### config.mk
export PLATFORM = sky130hd
export DESIGN_NAME = sbf_alu
export DESIGN_NICKNAME = d
export VERILOG_FILES = /design/src/rtl/core/separable_box_filter_2d_assert.svh /design/src/rtl/core/sbf_pkg.sv /design/src/rtl/core/sbf_alu.sv
export SDC_FILE = /design/constraint.sdc
export NUM_CORES = 1
export LEC_CHECK = 0
export BUFFER_PORTS_ARGS = -buffer_cell sky130_fd_sc_hd__buf_2
export CORE_MARGIN = 1
export CORE_UTILIZATION = 35
export DETAILED_ROUTE_END_ITERATION = 16
export GPL_TIMING_DRIVEN = 0
export HOLD_SLACK_MARGIN = 0.05
export PLACE_DENSITY = 0.52
export SYNTH_ARGS = -nofsm -noshare
export SYNTH_HDL_FRONTEND = slang
export SYNTH_SLANG_ARGS = --single-unit
### constraint.sdc
create_clock -name clk -period 4.2 [get_ports clk]
set_input_delay 0.84 -clock clk [delete_from_list [all_inputs] [get_ports clk]]
set_output_delay 0.84 -clock clk [all_outputs]
set_load 0.1 [all_outputs]
### src/rtl/core/separable_box_filter_2d_assert.svh
// assertion macros for the box filter
`ifndef SEPARABLE_BOX_FILTER_2D_ASSERT_SVH
`define SEPARABLE_BOX_FILTER_2D_ASSERT_SVH

// same-cycle implication, gated by reset
`define SBF_ASSERT_NOW(lbl, ante, cons, msg) \
  lbl: assert property (@(posedge clk) disable iff (!rst_n) (ante) |-> (cons)) else $error(msg);

// next-cycle implication, gated by reset
`define SBF_ASSERT_NEXT(lbl, ante, cons, msg) \
  lbl: assert property (@(posedge clk) disable iff (!rst_n) (ante) |=> (cons)) else $error(msg);

`endif

### src/rtl/core/sbf_pkg.sv
package sbf_pkg;

  localparam int MAX_KERNEL  = 15;
  localparam int MAX_WIDTH   = 1024;
  localparam int PIXEL_BITS  = 8;

  localparam int K_W         = 4;
  localparam int W_W         = 11;
  localparam int H_W         = 16;
  localparam int COL_W       = $clog2(MAX_WIDTH);
  localparam int SLOT_W      = $clog2(MAX_KERNEL);
  localparam int HALF_W      = $clog2(MAX_KERNEL / 2 + 1);
  localparam int ADDR_W      = SLOT_W + COL_W;
  localparam int STORE_DEPTH = MAX_KERNEL * MAX_WIDTH;
  localparam int ACC_W       = $clog2(MAX_KERNEL * ((1 << PIXEL_BITS) - 1) + 1);
  localparam int DCNT_W      = $clog2(ACC_W + 1);
  localparam int CAP         = MAX_KERNEL / 2 + 1;
  localparam int CAP_W       = $clog2(CAP);
  localparam int TAP_W       = $clog2(MAX_KERNEL + 1);

  localparam int CFG_IDX_W   = 2;
  localparam int CFG_DATA_W  = 16;

  localparam logic [CFG_IDX_W-1:0] REG_KERNEL = 2'd0;
  localparam logic [CFG_IDX_W-1:0] REG_WIDTH  = 2'd1;
  localparam logic [CFG_IDX_W-1:0] REG_HEIGHT = 2'd2;

  localparam logic OP_PIXEL = 1'b0;
  localparam logic OP_FLUSH = 1'b1;

  typedef struct packed {
    logic clr;
    logic add;
    logic start;
  } alu_ctrl_t;

  typedef struct packed {
    logic                  busy;
    logic [PIXEL_BITS-1:0] quot;
  } alu_stat_t;

endpackage

### src/rtl/core/sbf_alu.sv
module sbf_alu import sbf_pkg::*; (
  input  logic                  clk,
  input  logic                  rst_n,
  input  alu_ctrl_t             ctrl,
  input  logic [PIXEL_BITS-1:0] operand,
  input  logic [K_W-1:0]        divisor,
  output alu_stat_t             stat
);

  logic [ACC_W-1:0]  acc_r;
  logic [K_W-1:0]    rem_r;
  logic [DCNT_W-1:0] cnt_r;
  logic [K_W:0]      trial;
  logic              fits;

  // restoring division, one quotient bit a cycle, quotient shifts into acc
  assign trial = {rem_r, acc_r[ACC_W-1]};
  assign fits  = trial >= {1'b0, divisor};

  always_ff @(posedge clk) begin
    if (!rst_n) begin
      cnt_r <= '0;
    end else if (ctrl.start) begin
      cnt_r <= DCNT_W'(ACC_W);
    end else if (cnt_r != '0) begin
      cnt_r <= cnt_r - 1'b1;
    end
  end

  always_ff @(posedge clk) begin
    if (ctrl.clr) begin
      acc_r <= '0;
    end else if (ctrl.add) begin
      acc_r <= acc_r + ACC_W'(operand);
    end else if (ctrl.start) begin
      rem_r <= '0;
    end else if (cnt_r != '0) begin
      rem_r <= fits ? K_W'(trial - {1'b0, divisor}) : trial[K_W-1:0];
      acc_r <= {acc_r[ACC_W-2:0], fits};
    end
  end

  assign stat.busy = cnt_r != '0;
  assign stat.quot = acc_r[PIXEL_BITS-1:0];

endmodule

==> out/results.tsv, run 1 <==
metric	value	unit
Post-Synth XOR/XNOR Area	0.0313	
WHS	0.521	ns
Initial DRC Count	45	
Yosys cell types	49	
hpwl dp	3010	um
top cell type by total area after synthesis	dfxtp_1	
largest net degree at the start of global routing	11	
final setup fails	0	
switching share of power	0.423	
vias in the first global route	1519	
Layout area overhead	13.8	%
ys async rst share	0	
area fraction of the dominant cell type after synthesis	0.191	
Die Wd	71.3	um
unrepaired setup endpoints after global routing	no	
die height	71.3	um
post-synthesis cell area	1680	um2
cts bufs inserted	3	
Max FO, Critical Path	9	
Maximum Capacitance Violations	0	
Worst Path Required	3.36	ns
Setup Buffers After CTS	0	
Psw	292	uW
CP Class	reg -> out	
Flop pwr share	0.340	
LEAKAGE	0.000846	uW
global-route wire length before repair	6730	um
CTS clk-pin slew, worst paths	0.07	ns
Post-Place Cell Area	1870	um2
CP Data Arrival Time	1.68	ns
Critical Path Source Type	flip-flop	
failing checks	DRC	
Worst Clk Skew	0.00697	ns
Top Metal Used	met4	
initial antenna violation count	0	
Post-synth EDFFs	4	
Fillers	453	
Avg WL per Cell	14.6	um
Met3 Routed Length	149	um
peak supply drop	0.000155	V
final period utilization	0.601	
setup TNS	0	ns
Post-synth top flop	dfxtp_1	
met2 WL	1900	um
Post-CTS Resized	0	
DRT antenna net count	0	
antenna cells	0	
Synth area leaders	dfxtp_1 (19%), ha_1 (10%), edfxtp_1 (7.1%), a21oi_1 (4.2%), mux2i_1 (4.2%)	
adder-cell share of the synthesized area	0.128	
Slew HR	0.587	
Final #Nets	249	
sequential fraction of the synthesis area	0.262	
Synth Area in Compound Gates	0.264	
initial core utilization	0.376	
GRT Total Usage	0.167	
clk sinks	20	
full die area	5080	um2
Clk network pwr share	0.191	
Post-CTS Hold Buffers	0	
crit end category	output pin	
fmax	396	MHz
CTS Root Cell	clkbuf_8	
# port buffers	25	
pre-CTS setup slack	1.42	ns
Cells after Synth	186	
CTS tree	built	
syn nets	219	
Max clock buf depth	2	
Core Box Area	4470	um2
layout cell share with drive strength beyond 1	0.224	
DR vias/cell	5.58	
largest family of logic cells by synthesized area	compound AO/OA/AOI/OAI gates	
P per Cell Area	362	nW/um2
Ports	26	
Final Worst Setup Slack	1.68	ns
combinational power share	0.469	
Post-Synth Simple-Gate Area	0.150	
Tightest Pin Transition	0.614	ns
worst min path class	reg -> reg	
synthesis-stage register bit count	20	
Remaining Overflow, GRT	0	
drt total wl	3880	um
GPL Wtd Cong	0.802	
share of the core filled with cells	0.427	
Post-Syn Area per Cell	9.03	um2
WL met1	1780	um
Yosys warnings	0	
mux contribution to synthesized area	0.0596	
Final min period	2.52	ns
iteration count of the initial detailed-routing pass	10	
FP Rows	24	
Via Count	1483	
P_int	399	uW
pins over their slew limit	0	
Hold Vio Cnt, Final	0	
CTS H-tree lvls	1	
Worst-Skew Late Latency	0.26	ns
drt drc	2	
Finished Cell Area	1910	um2
outcome	finished, violations left	
-- cells in the final DEF (no fill, tap or decap), types with 5 or more instances in the layout --
cell type	n
o21ai_0	9
inv_1	16
nor3_1	5
a211oi_1	7
buf_2	25
nand2_1	5
dfxtp_1	16
nor2_1	12
ha_1	14
a21oi_1	14
mux2i_1	7
nand3_1	6
buf_4	8
-- Yosys cell counts (all sizes together), types with 2 or more instances --
library cell / instances
dfxtp: 16
inv: 16
a21oi: 15
ha: 14
nor2: 12
buf: 11
o21ai: 9
a211oi: 7
mux2i: 7
nand2: 6
nand3: 6
nor2b: 5
nor3: 5
a21o: 4
edfxtp: 4
xnor2: 4
a2111oi: 3
a211o: 3
a21boi: 3
clkbuf: 3
nand2b: 3
o21a: 3
a2111o: 2
a31oi: 2
fa: 2
mux2: 2
o311ai: 2
or3: 2
xor2: 2
-- per-stage QoR --
| stage | cells | total power [uW] |
|---|---|---|
| after floorplan | 186 | 503 |
| after global routing | 266 | 732 |
| after global placement | 263 | 555 |
| after CTS | 266 | 696 |
| final | 266 | 692 |
| after detailed placement | 263 | 564 |
-- layout make-up --
type / instances / area, um2 / share of cell area
Inverter: 16 / 60.1 / 0.0314
Buffer: 14 / 115 / 0.0602
Sequential cell: 20 / 440 / 0.230
Timing Repair Buffer: 25 / 125 / 0.0654
Multi-Input combinational cell: 136 / 1060 / 0.557
Tap cell: 52 / 65.1 / 0.0340
Clock buffer: 3 / 41.3 / 0.0216
-- logic make-up after synthesis --
| logic type | after synthesis |
|---|---|
| flip-flops | 20 |
| buffers and inverters | 30 |
| multiplexers | 9 |
| AND/OR/NAND/NOR | 44 |
| XOR/XNOR | 6 |
| adder cells (fa/ha/maj) | 16 |
| AO/OA/AOI/OAI | 61 |
-- registers in the layout (all words and copies together), names as in the netlist --
register and count:
acc_r 12, rem_r 4, cnt_r 4
-- routing by layer --
metal  up-vias  track usage
li1        736            -
met1       714        0.207
met2        28        0.291
met3         5       0.0281
met4         0       0.0578
met5         -            0
-- power by group through the flow --
stage / clock network, uW / logic, uW / registers [uW]
after CTS: 135 / 326 / 235
after detailed placement: 0 / 324 / 239
after global placement: 0 / 317 / 238
after floorplan: 0 / 270 / 233
after global routing: 140 / 354 / 238
final: 132 / 325 / 235
-- path summary, 6_finish.rpt --
path	from	end	slack [ns]	cells past startpoint
hold / removal	cnt_r[1]$_SDFFE_PP0P_	cnt_r[1]$_SDFFE_PP0P_	0.52	2
hold reg to reg	cnt_r[1]$_SDFFE_PP0P_	cnt_r[1]$_SDFFE_PP0P_	0.52	2
setup reg to reg	acc_r[3]$_SDFFE_PP0P_	acc_r[7]$_SDFFE_PP0P_	2.03	6
setup / recovery	cnt_r[0]$_SDFFE_PP0P_	stat[8]	1.68	5
-- critical path: stages, from the launching register on --
cell and delay [ns]:
dfxtp_1 0.36, inv_1 0.07, ha_1 0.22, or3b_1 0.18
buf_6 0.15, buf_2 0.44
No activity file was read; power rests on OpenSTA's default activity.
==> run 2, diff against run 1 <==
--- a/config.mk
+++ b/config.mk
@@ -11,7 +11,7 @@
 export DETAILED_ROUTE_END_ITERATION = 16
 export GPL_TIMING_DRIVEN = 0
 export HOLD_SLACK_MARGIN = 0.05
-export PLACE_DENSITY = 0.52
+export PLACE_DENSITY = 0.54
 export SYNTH_ARGS = -nofsm -noshare
 export SYNTH_HDL_FRONTEND = slang
 export SYNTH_SLANG_ARGS = --single-unit
==> constraint.sdc (replaced) <==
create_clock -name clk -period 2.2 [get_ports clk]
set_input_delay 0.44 -clock clk [delete_from_list [all_inputs] [get_ports clk]]
set_output_delay 0.44 -clock clk [all_outputs]
set_load 0.1 [all_outputs]
==> run 2 against run 1 <==
Effect of this change:
- the run still ends with DRC left
- count of clock-buffer cells in the layout unchanged
- hold slack got worse by 0.10 ns
- non-clock buffer count unchanged
- routed wire length decreased by 10%
- combinational power increased by 90%
- critical path depth unchanged
- sequential cell count unchanged
- clock skew increased by 0.0040 ns
- critical endpoint unchanged
- largest cell class unchanged
- largest power group unchanged
==> out/results.tsv, run 2 (synthesis results as in run 1) <==
metric	value	unit
outcome	finished, violations left	
failing checks	DRC	
Ports	26	
vias in the first global route	1410	
full die area	5080	um2
GRT Total Usage	0.149	
DRT antenna net count	0	
R2R setup slack	0.12	ns
Post-CTS Resized	1	
Final #Nets	249	
initial core utilization	0.376	
CTS H-tree lvls	1	
FP Rows	24	
iteration count of the initial detailed-routing pass	10	
Hold Vio Cnt, Final	0	
cts bufs inserted	3	
hold path depth	3	
initial antenna violation count	0	
commonest non-fill, non-tap cell in the layout	buf_2	
peak supply drop	0.000283	V
global-route wire length before repair	6240	um
layout cell share with drive strength beyond 1	0.237	
unrepaired setup endpoints after global routing	yes	
max reg flops	12	
drt drc	2	
Slew HR	0.640	
Worst-Skew Late Latency	0.27	ns
hpwl dp	2620	um
CTS Root Cell	clkbuf_8	
Fillers	453	
commonest cells after routing, fill and taps aside	buf_2 (24), inv_1 (16), dfxtp_1 (16)	
Core Box Area	4470	um2
Avg WL per Cell	13.1	um
Critical Path Source Type	flip-flop	
Post-CTS Hold Buffers	0	
Reg2Reg Capture Point	rem_r[2]$_SDFFCE_PP0P_	
crit end category	output pin	
drt total wl	3490	um
Max clock buf depth	2	
pre-CTS setup slack	-0.136	ns
CP Data Arrival Time	1.67	ns
Sequential cell area	440	um2
antenna cells	0	
Largest regs	acc_r: 12 flops, cnt_r: 4 flops, rem_r: 4 flops	
P per Cell Area	739	nW/um2
LEAKAGE	0.000862	uW
Die Wd	71.3	um
Largest Register	acc_r	
CTS clk-pin slew, worst paths	0.09	ns
Hold EP	cnt_r[1]$_SDFFE_PP0P_	
Tightest Pin Transition	0.536	ns
Maximum Capacitance Violations	0	
Final min period	2.11	ns
CP Class	reg -> out	
WHS	0.417	ns
fmax	473	MHz
Via Count	1420	
Worst Clk Skew	0.0110	ns
Max FO, Critical Path	9	
Final Worst Setup Slack	0.0866	ns
Remaining Overflow, GRT	0	
multi-input logic area	1070	um2
reg2reg start	rem_r[1]$_SDFFCE_PP0P_	
Layout area overhead	16.3	%
Worst Path Required	1.76	ns
worst min path class	in -> reg	
CTS tree	built	
clk sinks	20	
final period utilization	0.961	
pins over their slew limit	0	
Setup Buffers After CTS	0	
FF-to-FF path depth	5	
DR vias/cell	5.32	
# port buffers	25	
final setup fails	0	
largest net degree at the start of global routing	13	
hold path start	rst_n	
GPL Wtd Cong	0.789	
Initial DRC Count	30	
die height	71.3	um
run 2: cell count changes in the layout (fill, tap and decap cells not counted), sizes merged:
cell and delta:
buf -1, bufinv +1, clkbuf +1
run 2: through the flow:
step                 util  power [uW]  TNS (ns)  std cells  area [um2]
global placement    0.418        1070    -0.313        263        1870
global route        0.437        1520   -0.0362        267        1950
detailed placement  0.418        1070    -0.314        263        1870
CTS                 0.434        1450         0        267        1940
floorplan               -         960         0        186        1680
finish              0.437        1440         0        267        1950
run 2: power by group:
group	switching, uW	internal, uW
combinational	385	232
sequential	34.2	412
clock	137	243
run 2: critical path, stage by stage, from the launching register on:
cell and delay, ns:
dfxtp_1 0.34, inv_1 0.08, ha_1 0.18, or3b_1 0.36
buf_6 0.16, clkbuf_4 0.28
run 2: final cells by class:
type                       count  share of cell area
inverter                      16              0.0307
buffer                        14              0.0589
timing repair buffer          25              0.0653
multi-input combinational    136               0.550
sequential                    20               0.225
tap                           52              0.0333
clock buffer                   3              0.0211
clock inverter                 1              0.0154
run 2: layer usage:
metal / global-route usage / share of wire / vias to the layer above
met5: 0 / 0 / -
met4: 0.0267 / 0.0066 / 0
met3: 0.0141 / 0.023 / 4
met2: 0.259 / 0.45 / 22
met1: 0.202 / 0.52 / 656
li1: - / - / 738
run 2: worst max-delay path by stage:
stage / from / endpoint / slack, ns / cells past startpoint
6_report: cnt_r[0]$_SDFFE_PP0P_ / stat[8] / 0.09 / 5
5_1_grt: acc_r[0]$_SDFFE_PP0P_ / acc_r[10]$_SDFFE_PP0P_ / -0.04 / 8
4_1_cts: cnt_r[0]$_SDFFE_PP0P_ / stat[8] / 0.04 / 5
3_5_place_dp: operand[0] / acc_r[10]$_SDFFE_PP0P_ / -0.14 / 9
3_3_place_gp: operand[0] / acc_r[10]$_SDFFE_PP0P_ / -0.13 / 9
2_1_floorplan: divisor[2] / rem_r[0]$_SDFFCE_PP0P_ / 0.21 / 6
